File: src/rtl/core/csh_pkg.sv
// Shared types, constants and sine table helpers for the cone sector hit test.
package csh_pkg;

   // Field widths
   localparam int COORD_W   = 24;
   localparam int DELTA_W   = COORD_W + 1;
   localparam int SQ_W      = 2 * COORD_W;
   localparam int DIST_W    = 2 * COORD_W + 1;
   localparam int REACH_W   = 23;
   localparam int REACH2_W  = 2 * REACH_W;
   localparam int FACING_W  = 12;
   localparam int HALF_W    = 11;
   localparam int VERDICT_W = 3;
   localparam int THRESH_W  = 16;

   // Register file
   localparam int CSR_ADDR_W = 3;
   localparam int CSR_DATA_W = 32;
   localparam logic [0:0] REG_NEAR_THRESHOLD = 1'b0;
   localparam logic [THRESH_W-1:0] NEAR_THRESHOLD_RESET = 16'd6;

   typedef enum logic [VERDICT_W-1:0] {
      VERDICT_BEYOND  = 3'd0,
      VERDICT_NEAR    = 3'd1,
      VERDICT_BEHIND  = 3'd2,
      VERDICT_OUTSIDE = 3'd3,
      VERDICT_INSIDE  = 3'd4
   } verdict_type;

   typedef struct packed {
      logic                  psel;
      logic                  penable;
      logic                  pwrite;
      logic [CSR_ADDR_W-1:0] paddr;
      logic [CSR_DATA_W-1:0] pwdata;
   } csr_req_type;

   // Odd polynomial for sin over a quarter turn, Q30
   localparam longint SIN_COEF [6] = '{
      64'sd1686629713, -64'sd693598669, 64'sd85569306,
      -64'sd5026995, 64'sd172272, -64'sd3864
   };

   // Q30 product, magnitude truncated toward zero
   function automatic longint qmul30(longint a, longint b);
      logic        neg;
      logic [63:0] ma;
      logic [63:0] mb;
      logic [63:0] m;
      neg = (a < 0) != (b < 0);
      ma  = (a < 0) ? 64'(-a) : 64'(a);
      mb  = (b < 0) ? 64'(-b) : 64'(b);
      m   = (ma * mb) >> 30;
      return neg ? -$signed(m) : $signed(m);
   endfunction

   // sin(pi/2 * r / 2^(angle_bits-2)), rounded to trig_bits-1 fraction bits;
   // evaluated at elaboration to fill the sine table
   function automatic longint quarter_sine(int angle_bits, int trig_bits, longint r);
      longint t;
      longint u;
      longint p;
      longint one;
      int     shift;
      int     i;
      shift = 31 - trig_bits;
      one   = longint'(1) <<< (trig_bits - 1);
      t     = r <<< (30 - (angle_bits - 2));
      u     = qmul30(t, t);
      p     = SIN_COEF[5];
      for (i = 4; i >= 0; i--) begin
         p = SIN_COEF[i] + qmul30(p, u);
      end
      p = qmul30(t, p);
      if (p < 0) begin
         p = 0;
      end
      p = (p + (longint'(1) <<< (shift - 1))) >>> shift;
      return (p > one) ? one : p;
   endfunction

endpackage

File: src/rtl/core/csh_csr.sv
// Configuration register block: near threshold, APB-style write and read.
module csh_csr (
   input  logic                             clock,
   input  logic                             reset,
   input  csh_pkg::csr_req_type             csr_req,
   output logic [csh_pkg::CSR_DATA_W-1:0]   prdata,
   output logic [csh_pkg::THRESH_W-1:0]     near_threshold
);

   logic [csh_pkg::THRESH_W-1:0] near_threshold_ff;
   logic [csh_pkg::THRESH_W-1:0] near_threshold_in;
   logic                         reg_sel;
   logic                         wr_strobe;

   // word index lives above the byte offset
   assign reg_sel   = (csr_req.paddr[csh_pkg::CSR_ADDR_W-1:2] == csh_pkg::REG_NEAR_THRESHOLD);
   assign wr_strobe = csr_req.psel && csr_req.penable && csr_req.pwrite;

   always_comb begin
      near_threshold_in = near_threshold_ff;
      if (wr_strobe && reg_sel) begin
         near_threshold_in = csr_req.pwdata[csh_pkg::THRESH_W-1:0];
      end
   end

   always_ff @(posedge clock) begin
      if (reset) begin
         near_threshold_ff <= csh_pkg::NEAR_THRESHOLD_RESET;
      end else begin
         near_threshold_ff <= near_threshold_in;
      end
   end

   // read mux, unmapped words read zero
   assign prdata = reg_sel ? csh_pkg::CSR_DATA_W'(near_threshold_ff) : '0;

   assign near_threshold = near_threshold_ff;

endmodule

File: config.mk
export PLATFORM = sky130hd
export DESIGN_NAME = csh_csr
export DESIGN_NICKNAME = d
export VERILOG_FILES = /design/src/rtl/core/csh_pkg.sv /design/src/rtl/core/csh_csr.sv
export SDC_FILE = /design/constraint.sdc
export NUM_CORES = 1
export LEC_CHECK = 0
export ABC_AREA = 1
export BUFFER_PORTS_ARGS = -buffer_cell sky130_fd_sc_hd__buf_4
export CORE_UTILIZATION = 38
export DETAILED_ROUTE_END_ITERATION = 10
export PLACE_DENSITY = 0.79
export SETUP_SLACK_MARGIN = 0.05
export SLEW_MARGIN = 20
export SYNTH_ARGS = -nofsm -noshare
export SYNTH_HDL_FRONTEND = slang
export SYNTH_SLANG_ARGS = --single-unit
File: constraint.sdc
create_clock -name clock -period 0.83 [get_ports clock]
set_input_delay 0 -clock clock [delete_from_list [all_inputs] [get_ports clock]]
set_output_delay 0 -clock clock [all_outputs]
set_load 0.01 [all_outputs]
== Word level (Yosys, flattened, before mapping) ==
Cells that the tools add are included.

* Flip-flop bits (word level): 16
* Bits of input ports: 40

* Muxes and demuxes: 1
* Reductions and logical operators: 3
* Bitwise logic cells: 1

{| class="wikitable"
|+ Operator list
! cell !! count
|-
| 2-to-1 mux 16 bit || 1
|-
| logical AND 1 bit || 3
|-
| inverter 1 bit || 1
|}

== Longest topological paths before layout ==
Gate-level depths: netlist (run 1).

* Depth in word-level cells: 3
* Gate-level depth with buffers: 7

== Worst setup path after synthesis (run 1) ==
OpenSTA, ideal clock, no wires.

* Path type: input port to flip-flop
* Start point: input csr_req[34] (netlist name)
* End point: register near_threshold_ff, in the netlist near_threshold[0]
* Path buffers: 2
* Path slack: 0.143 ns
* Stages on the path: 6
* Arrival: 0.575 ns
* Path through: buf_6 nor2_4 buf_4 nand3_1 nand2_1 nor2_2

* Longest elaborated chain between the ends: 2

{| class="wikitable"
|+ RTL lines
! element !! RTL line !! source
|-
| start: declaration || csh_csr.sv:5 || <nowiki>input csh_pkg::csr_req_type csr_req,</nowiki>
|-
| inverter 1 bit || csh_csr.sv:16 || <nowiki>assign reg_sel = (csr_req.paddr[csh_pkg::CSR_ADDR_W-1:2] == csh_pkg::REG_NEAR_THRESHOLD);</nowiki>
|-
| logical AND 1 bit || csh_csr.sv:21 || <nowiki>if (wr_strobe && reg_sel) begin</nowiki>
|-
| end signal: assignment || csh_csr.sv:28 || <nowiki>near_threshold_ff <= csh_pkg::NEAR_THRESHOLD_RESET;</nowiki>
|-
| end signal: assignment || csh_csr.sv:30 || <nowiki>near_threshold_ff <= near_threshold_in;</nowiki>
|-
| end: declaration || csh_csr.sv:10 || <nowiki>logic [csh_pkg::THRESH_W-1:0] near_threshold_ff;</nowiki>
|}

No other way between the ends.
A chain may end at the register's enable or synchronous reset.

== Worst setup path in the final report (run 1) ==
* Start point: register near_threshold_ff, in the netlist near_threshold[3]
* End point: output prdata[3] (netlist name)

* Longest elaborated chain between the ends: 1

{| class="wikitable"
|+ RTL lines
! element !! RTL line !! source
|-
| 2-to-1 mux 16 bit || csh_csr.sv:35 || <nowiki>assign prdata = reg_sel ? csh_pkg::CSR_DATA_W'(near_threshold_ff) : '0;</nowiki>
|-
| end: declaration || csh_csr.sv:6 || <nowiki>output logic [csh_pkg::CSR_DATA_W-1:0] prdata,</nowiki>
|}

No other way between the ends.

==> impl_metrics.env, run 1 <==
export IMPL_synth_mux_area_fraction=0
export IMPL_status="finished, violations left"
export IMPL_initial_utilization=0.406
export IMPL_synth_adder_area_share=0
export IMPL_dpl_hpwl_um=1590
export IMPL_drtPass1Iterations=4
export IMPL_violations="negative setup slack"
export IMPL_hold_path_cell_count=5
export IMPL_cts_made_buffers=3
export IMPL_critPathTopFamily="flip-flops"
export IMPL_path_buf_inv=2
export IMPL_place_congestion=0.703
export IMPL_fmax_ghz=1.09
export IMPL_grt_pass1_wl_um=3370
export IMPL_synth_cells=156
export IMPL_worstSetupPathType="reg2out"
export IMPL_mappedNetlistArea_mm2=0.00102
export IMPL_wl_um=2370
export IMPL_slowest_stage="dfxtp_2"
export IMPL_tritoncts="yes"
export IMPL_place_inst=237
export IMPL_powerDensity_mw_per_mm2=1110
export IMPL_r2r_start="near_threshold[3]"
export IMPL_max_cap_viol_count=0
export IMPL_grt_pass1_vias=846
export IMPL_arrival_ns=0.92
export IMPL_clk_latency_ns=0.29
export IMPL_nNetsFinal=266
export IMPL_crit_fanout=3
export IMPL_fin_crit_ns=0.915
export IMPL_start_kind="flop"
export IMPL_p_comb_frac=0.256
export IMPL_reg2reg_depth=3
export IMPL_rows=18
export IMPL_cts_root_buf="clkbuf_4"
export IMPL_hold_path_startpoint="csr_req[14]"
export IMPL_synth_compound_area_frac=0
export IMPL_ios=88
export IMPL_reg2reg_slack_ns=0.11
export IMPL_p_int_w=0.00130
export IMPL_area_growth_pct=60.9
export IMPL_yosysUniqueCellTypes=18
export IMPL_mostFrequentLayoutCells="buf_4 (52), nor2_2 (23), nor2_1 (20)"
export IMPL_layout_drive_gt1_share=0.596
export IMPL_antenna_found_initial=0
export IMPL_hold_violations=0
export IMPL_cp_cell_sequence="inv_2, nor2_4, buf_6"
export IMPL_dr_first_iter_drc_count=7
export IMPL_globalRouteOverflowTotal=0
export IMPL_fp_dieH_um=53.9
export IMPL_largest_reg_flops=16
export IMPL_cellLeakagePower_nw=0.893
export IMPL_seqPwrFrac=0.451
export IMPL_min_period_over_period=1.10
export IMPL_ys_ff_latch=16
export IMPL_vias_per_cell=4.06
export IMPL_layout_commonest_cell="buf_4"
export IMPL_ys_seq_area_frac=0.313
export IMPL_clock_path_buffers=2
export IMPL_switchingPower_w=0.000528
export IMPL_clk_pin_slew_ns=0.10
export IMPL_setup_ws_ns=-0.0851
export IMPL_hp_class="in2reg"
export IMPL_finalSetupViolCount=20
export IMPL_die_width_um=53.9
export IMPL_worst_ir_drop_vdd_v=0.000732
export IMPL_slowest_delay_ns=0.37
export IMPL_final_cells=255
export IMPL_holdPathEnd="near_threshold[14]"
export IMPL_core_region_area_mm2=0.00252
export IMPL_cts_sinks=16
export IMPL_finalPower_w=0.00183
export IMPL_swShare=0.288
export IMPL_grt_max_degree=17
export IMPL_ys_warnings_count=0
export IMPL_p_clk_frac=0.293
export IMPL_endpoint_kind="primary output"
export IMPL_grt_setup_unrepaired="true"
export IMPL_n_antenna_cell=0
export IMPL_timing_rr_end="near_threshold[3]"
export IMPL_report_final_slew_viol_count=0
export IMPL_wl_per_cell_um=9.30
export IMPL_synth_top_family_by_area="simple AND/OR/NAND/NOR gates"
export IMPL_synthSimpleGateAreaFrac=0.396
export IMPL_vias=1036
export IMPL_worst_clock_skew_ns=0
export IMPL_die_area_mm2=0.00291
export IMPL_port_buffers=53
export IMPL_drtAntennaViolNets=0
export IMPL_grt_use_total=0.164
export IMPL_drc_errors=0
export IMPL_syn_area_per_cell_um2=6.57
export IMPL_cp_data_required_time_ns=0.83
export IMPL_synth_xor_area_frac=0
export IMPL_cts_htree_levels=1
cell families after synthesis:
kind of cell,count (synthesis)
and+or+nand+nor,83
buffers and inverters,56
DFF,16
other,1
synth_stat cells:
| cell type | n | area, um2 |
|---|---|---|
| buf_4 | 17 | 128 |
| dfxtp_1 | 16 | 320 |
| nand2_1 | 19 | 71.3 |
| nor2_8 | 1 | 20.0 |
| clkinv_2 | 1 | 5.00 |
| clkbuf_1 | 2 | 7.51 |
| buf_2 | 1 | 5.00 |
| nor2_4 | 1 | 11.3 |
| conb_1 | 1 | 3.75 |
| nand3_1 | 16 | 80.1 |
| nor2_1 | 28 | 105 |
| nand2_2 | 1 | 6.26 |
| inv_1 | 32 | 120 |
| nor2_2 | 16 | 100 |
| inv_2 | 1 | 3.75 |
| buf_8 | 1 | 15.0 |
| nand2_4 | 1 | 11.3 |
| buf_6 | 1 | 11.3 |
stage by stage:
| stage | TNS (ns) | util | hold WS, ns | setup WS [ns] | area [um2] |
|---|---|---|---|---|---|
| floorplan | 0 | - | 0.126 | 0.143 | 1080 |
| global placement | 0 | 0.550 | 0.212 | 0.0559 | 1390 |
| detailed placement | 0 | 0.550 | 0.220 | 0.0555 | 1390 |
| CTS | -0.941 | 0.609 | 0.00744 | -0.0826 | 1540 |
| global route | -1.94 | 0.654 | 0.0428 | -0.131 | 1650 |
| finish | -1.16 | 0.654 | 0.0106 | -0.0851 | 1650 |
timing repair:
| action | 4_1_cts | 5_1_grt |
|---|---|---|
| pin swaps | 2 | 8 |
| hold buffers | 2 | 0 |
| setup endpoints to repair | 32 | 31 |
| resized for setup | 18 | 40 |
| buffers inserted | 9 | 3 |
| hold endpoints to repair | 2 | 0 |
worst min-delay path, cell delays in order:
cell and delay, ns:
buf_4 0.07, inv_1 0.03, nand3_1 0.06, nand2_1 0.04, nor2_1 0.07
worst max path at each step:
stage                             end  cells past startpoint               start  slack (ns)
floorplan           near_threshold[0]                      6         csr_req[34]        0.14
global placement    near_threshold[7]                      6         csr_req[34]        0.06
detailed placement  near_threshold[3]                      6         csr_req[34]        0.06
CTS                         prdata[1]                      3   near_threshold[1]       -0.08
global route               prdata[11]                      3  near_threshold[11]       -0.13
finish                      prdata[3]                      3   near_threshold[3]       -0.09
power groups by stage:
stage / sequential, W / clock [W] / combinational [W]
after detailed placement: 0.000835 / 0 / 0.000399
after CTS: 0.000819 / 0.000542 / 0.000434
after floorplan: 0.000845 / 0 / 0.000268
after global placement: 0.000833 / 0 / 0.000396
after global routing: 0.000829 / 0.000566 / 0.000520
final: 0.000825 / 0.000537 / 0.000469
routing by layer:
metal  up-vias  wire (um)  track usage
li1        552          -            -
met1       444        903        0.165
met2        36       1320        0.321
met3         4        107      0.00847
met4         0         42        0.101
met5         -          0            0
area by class of cell:
class                      instances  area (um2)
tap                               30        37.5
multi-input combinational         99         490
fill                             230         873
clock buffer                       4        36.3
timing repair buffer              72         613
sequential                        16         343
inverter                          34         129
Note: power is estimated with default switching activity, not from simulation.
==> run 2, diff against run 1 <==
Settings changed: ABC_AREA 1 to unset, CORE_UTILIZATION 38 to 37.
Clock period 0.83 ns to 1 ns, I/O delays scaled along.
==> impl_metrics.env, run 2 <==
export IMPL_status="completed"
export IMPL_dpl_instance_area_mm2=0.00132
export IMPL_antenna_found_initial=0
export IMPL_tritoncts="yes"
export IMPL_drtAntennaViolNets=0
export IMPL_grt_setup_unrepaired="true"
export IMPL_dpl_hpwl_um=1540
export IMPL_layout_drive_gt1_share=0.514
export IMPL_synth_common_cells="nand2b_1 (28), buf_4 (16), dfxtp_1 (16), mux2i_1 (16), nor2b_1 (10)"
export IMPL_n_antenna_cell=0
export IMPL_p_int_w=0.000982
export IMPL_grt_pass1_vias=813
export IMPL_grt_use_total=0.176
export IMPL_ys_seq_area_frac=0.332
export IMPL_worst_clock_skew_ns=0
export IMPL_min_period_over_period=0.961
export IMPL_ios=88
export IMPL_num_fill_cells=201
export IMPL_cts_root_buf="clkbuf_4"
export IMPL_wl_um=2570
export IMPL_cts_htree_levels=1
export IMPL_post_place_ws_ns=0.121
export IMPL_ys_ff_latch=16
export IMPL_synth_top_area_frac=0.332
export IMPL_globalRouteOverflowTotal=0
export IMPL_yosysUniqueCellTypes=12
export IMPL_worst_ir_drop_vdd_v=0.000517
export IMPL_wl_per_cell_um=12.4
export IMPL_utilization=0.656
export IMPL_endpoint_kind="primary output"
export IMPL_hp_class="in2reg"
export IMPL_arrival_ns=0.96
export IMPL_largest_reg_flops=16
export IMPL_async_reset_ff_frac=0
export IMPL_cellLeakagePower_nw=0.744
export IMPL_mappedNetlistArea_um2=966
export IMPL_worstSetupPathType="reg2out"
export IMPL_finalInstanceArea_mm2=0.00163
export IMPL_cp_data_required_time_ns=1.00
export IMPL_vias_per_cell=4.42
export IMPL_core_region_area_mm2=0.00248
export IMPL_clock_path_buffers=2
export IMPL_dr_first_iter_drc_count=8
export IMPL_place_congestion=0.594
export IMPL_swShare=0.263
export IMPL_clk_latency_ns=0.28
export IMPL_drtPass1Iterations=4
export IMPL_crit_fanout=3
export IMPL_yosys_area_top_type="dfxtp_1"
export IMPL_hold_violations=0
export IMPL_synth_edf_count=0
export IMPL_setup_ws_ns=0.0391
export IMPL_switchingPower_w=0.000350
export IMPL_mostFrequentLayoutCells="buf_4 (53), nand2b_1 (28)"
export IMPL_die_width_um=53.1
export IMPL_fin_crit_ns=0.961
export IMPL_cts_made_buffers=3
export IMPL_fmax_ghz=1.04
export IMPL_seqPwrFrac=0.498
export IMPL_die_area_mm2=0.00282
export IMPL_yosysMostFrequentCell="nand2b_1"
export IMPL_nNetsFinal=219
export IMPL_synth_cells=104
export IMPL_layout_commonest_cell="buf_4"
export IMPL_cts_sinks=16
export IMPL_grt_pass1_wl_um=3490
export IMPL_max_cap_viol_count=0
export IMPL_drc_errors=0
export IMPL_ys_flop_type="dfxtp_1"
export IMPL_p_clk_frac=0.263
export IMPL_finalSetupViolCount=0
export IMPL_syn_area_per_cell_um2=9.29
export IMPL_port_buffers=53
export IMPL_initial_utilization=0.390
export IMPL_vias=914
export IMPL_start_kind="flop"
export IMPL_synth_area_leaders="dfxtp_1 (33%), nand2b_1 (18%), mux2i_1 (17%)"
export IMPL_p_comb_frac=0.240
export IMPL_clk_pin_slew_ns=0.10
export IMPL_grt_max_degree=33
export IMPL_fp_dieH_um=53.1
export IMPL_powerDensity_mw_per_mm2=819
export IMPL_report_final_slew_viol_count=0
export IMPL_rows=18
export IMPL_area_growth_pct=68.3
export IMPL_ys_warnings_count=0
## run 2: cell count changes after synthesis, moves of 2 or more
cell	previous run	this run
inv_1	32	0
nor2_2	16	0
and2b_2	0	6
nor2_1	28	4
mux2i_1	0	16
nand3_1	16	0
nand2_1	19	0
clkbuf_1	2	4
nand2b_1	0	28
nor2b_1	0	10
## run 2: worst paths after layout
kind,start,end,slack [ns],cells after the start
hold / removal,reset,near_threshold[1],0.11,3
hold reg to reg,near_threshold[7],near_threshold[7],0.49,2
setup reg to reg,near_threshold[2],near_threshold[2],0.27,3
setup / recovery,near_threshold[3],prdata[3],0.04,2
## run 2: layout make-up
class	count	area, um2	share of cell area
Clock buffer	3	22.5	0.0139
Timing Repair Buffer	77	657	0.404
Tap cell	30	37.5	0.0231
Sequential cell	16	340	0.209
Multi-Input combinational cell	81	568	0.349
## run 2: critical path, cell delays in order, from the launching register on
cell     delay (ns)
dfxtp_2        0.35
and2b_2        0.21
buf_6          0.12
## run 2: cell families after synthesis
logic type,Yosys count,synth area share
other,1,0.00388
buffers and inverters,22,0.172
flip-flops,16,0.332
multiplexers,16,0.166
AND/OR/NAND/NOR,49,0.326
## run 2: power by group through the flow
stage	Sequential (W)	Clock (W)	Combinational, W
4_1_cts	0.000662	0.000362	0.000299
6_report	0.000663	0.000350	0.000319
3_3_place_gp	0.000675	0	0.000237
2_1_floorplan	0.000681	0	0.000167
3_5_place_dp	0.000676	0	0.000244
5_1_grt	0.000665	0.000406	0.000346
## run 2: layer usage
layer	global-route usage	vias to the layer above	wire length, um
li1	-	443	-
met1	0.168	427	941
met2	0.340	38	1470
met3	0.0316	6	105
met4	0.110	0	55
met5	0	-	0
## run 2: repair_timing
| action | CTS | global route |
|---|---|---|
| setup buffers | 3 | 3 |
| resized for setup | 7 | 23 |
| endpoints found under the hold margin | 16 | 0 |
| setup endpoints to repair | 7 | 16 |
| gates cloned | 0 | 0 |
| hold buffers | 16 | 0 |
## run 2: through the flow
| stage | cells | power, W | hold slack (ns) | setup TNS (ns) |
|---|---|---|---|---|
| floorplan | 119 | 0.000848 | 0.155 | 0 |
| global placement | 182 | 0.000912 | 0.258 | 0 |
| detailed placement | 182 | 0.000920 | 0.269 | 0 |
| CTS | 204 | 0.00132 | 0.100 | 0 |
| global route | 207 | 0.00142 | 0.112 | -0.0141 |
| finish | 207 | 0.00133 | 0.106 | 0 |
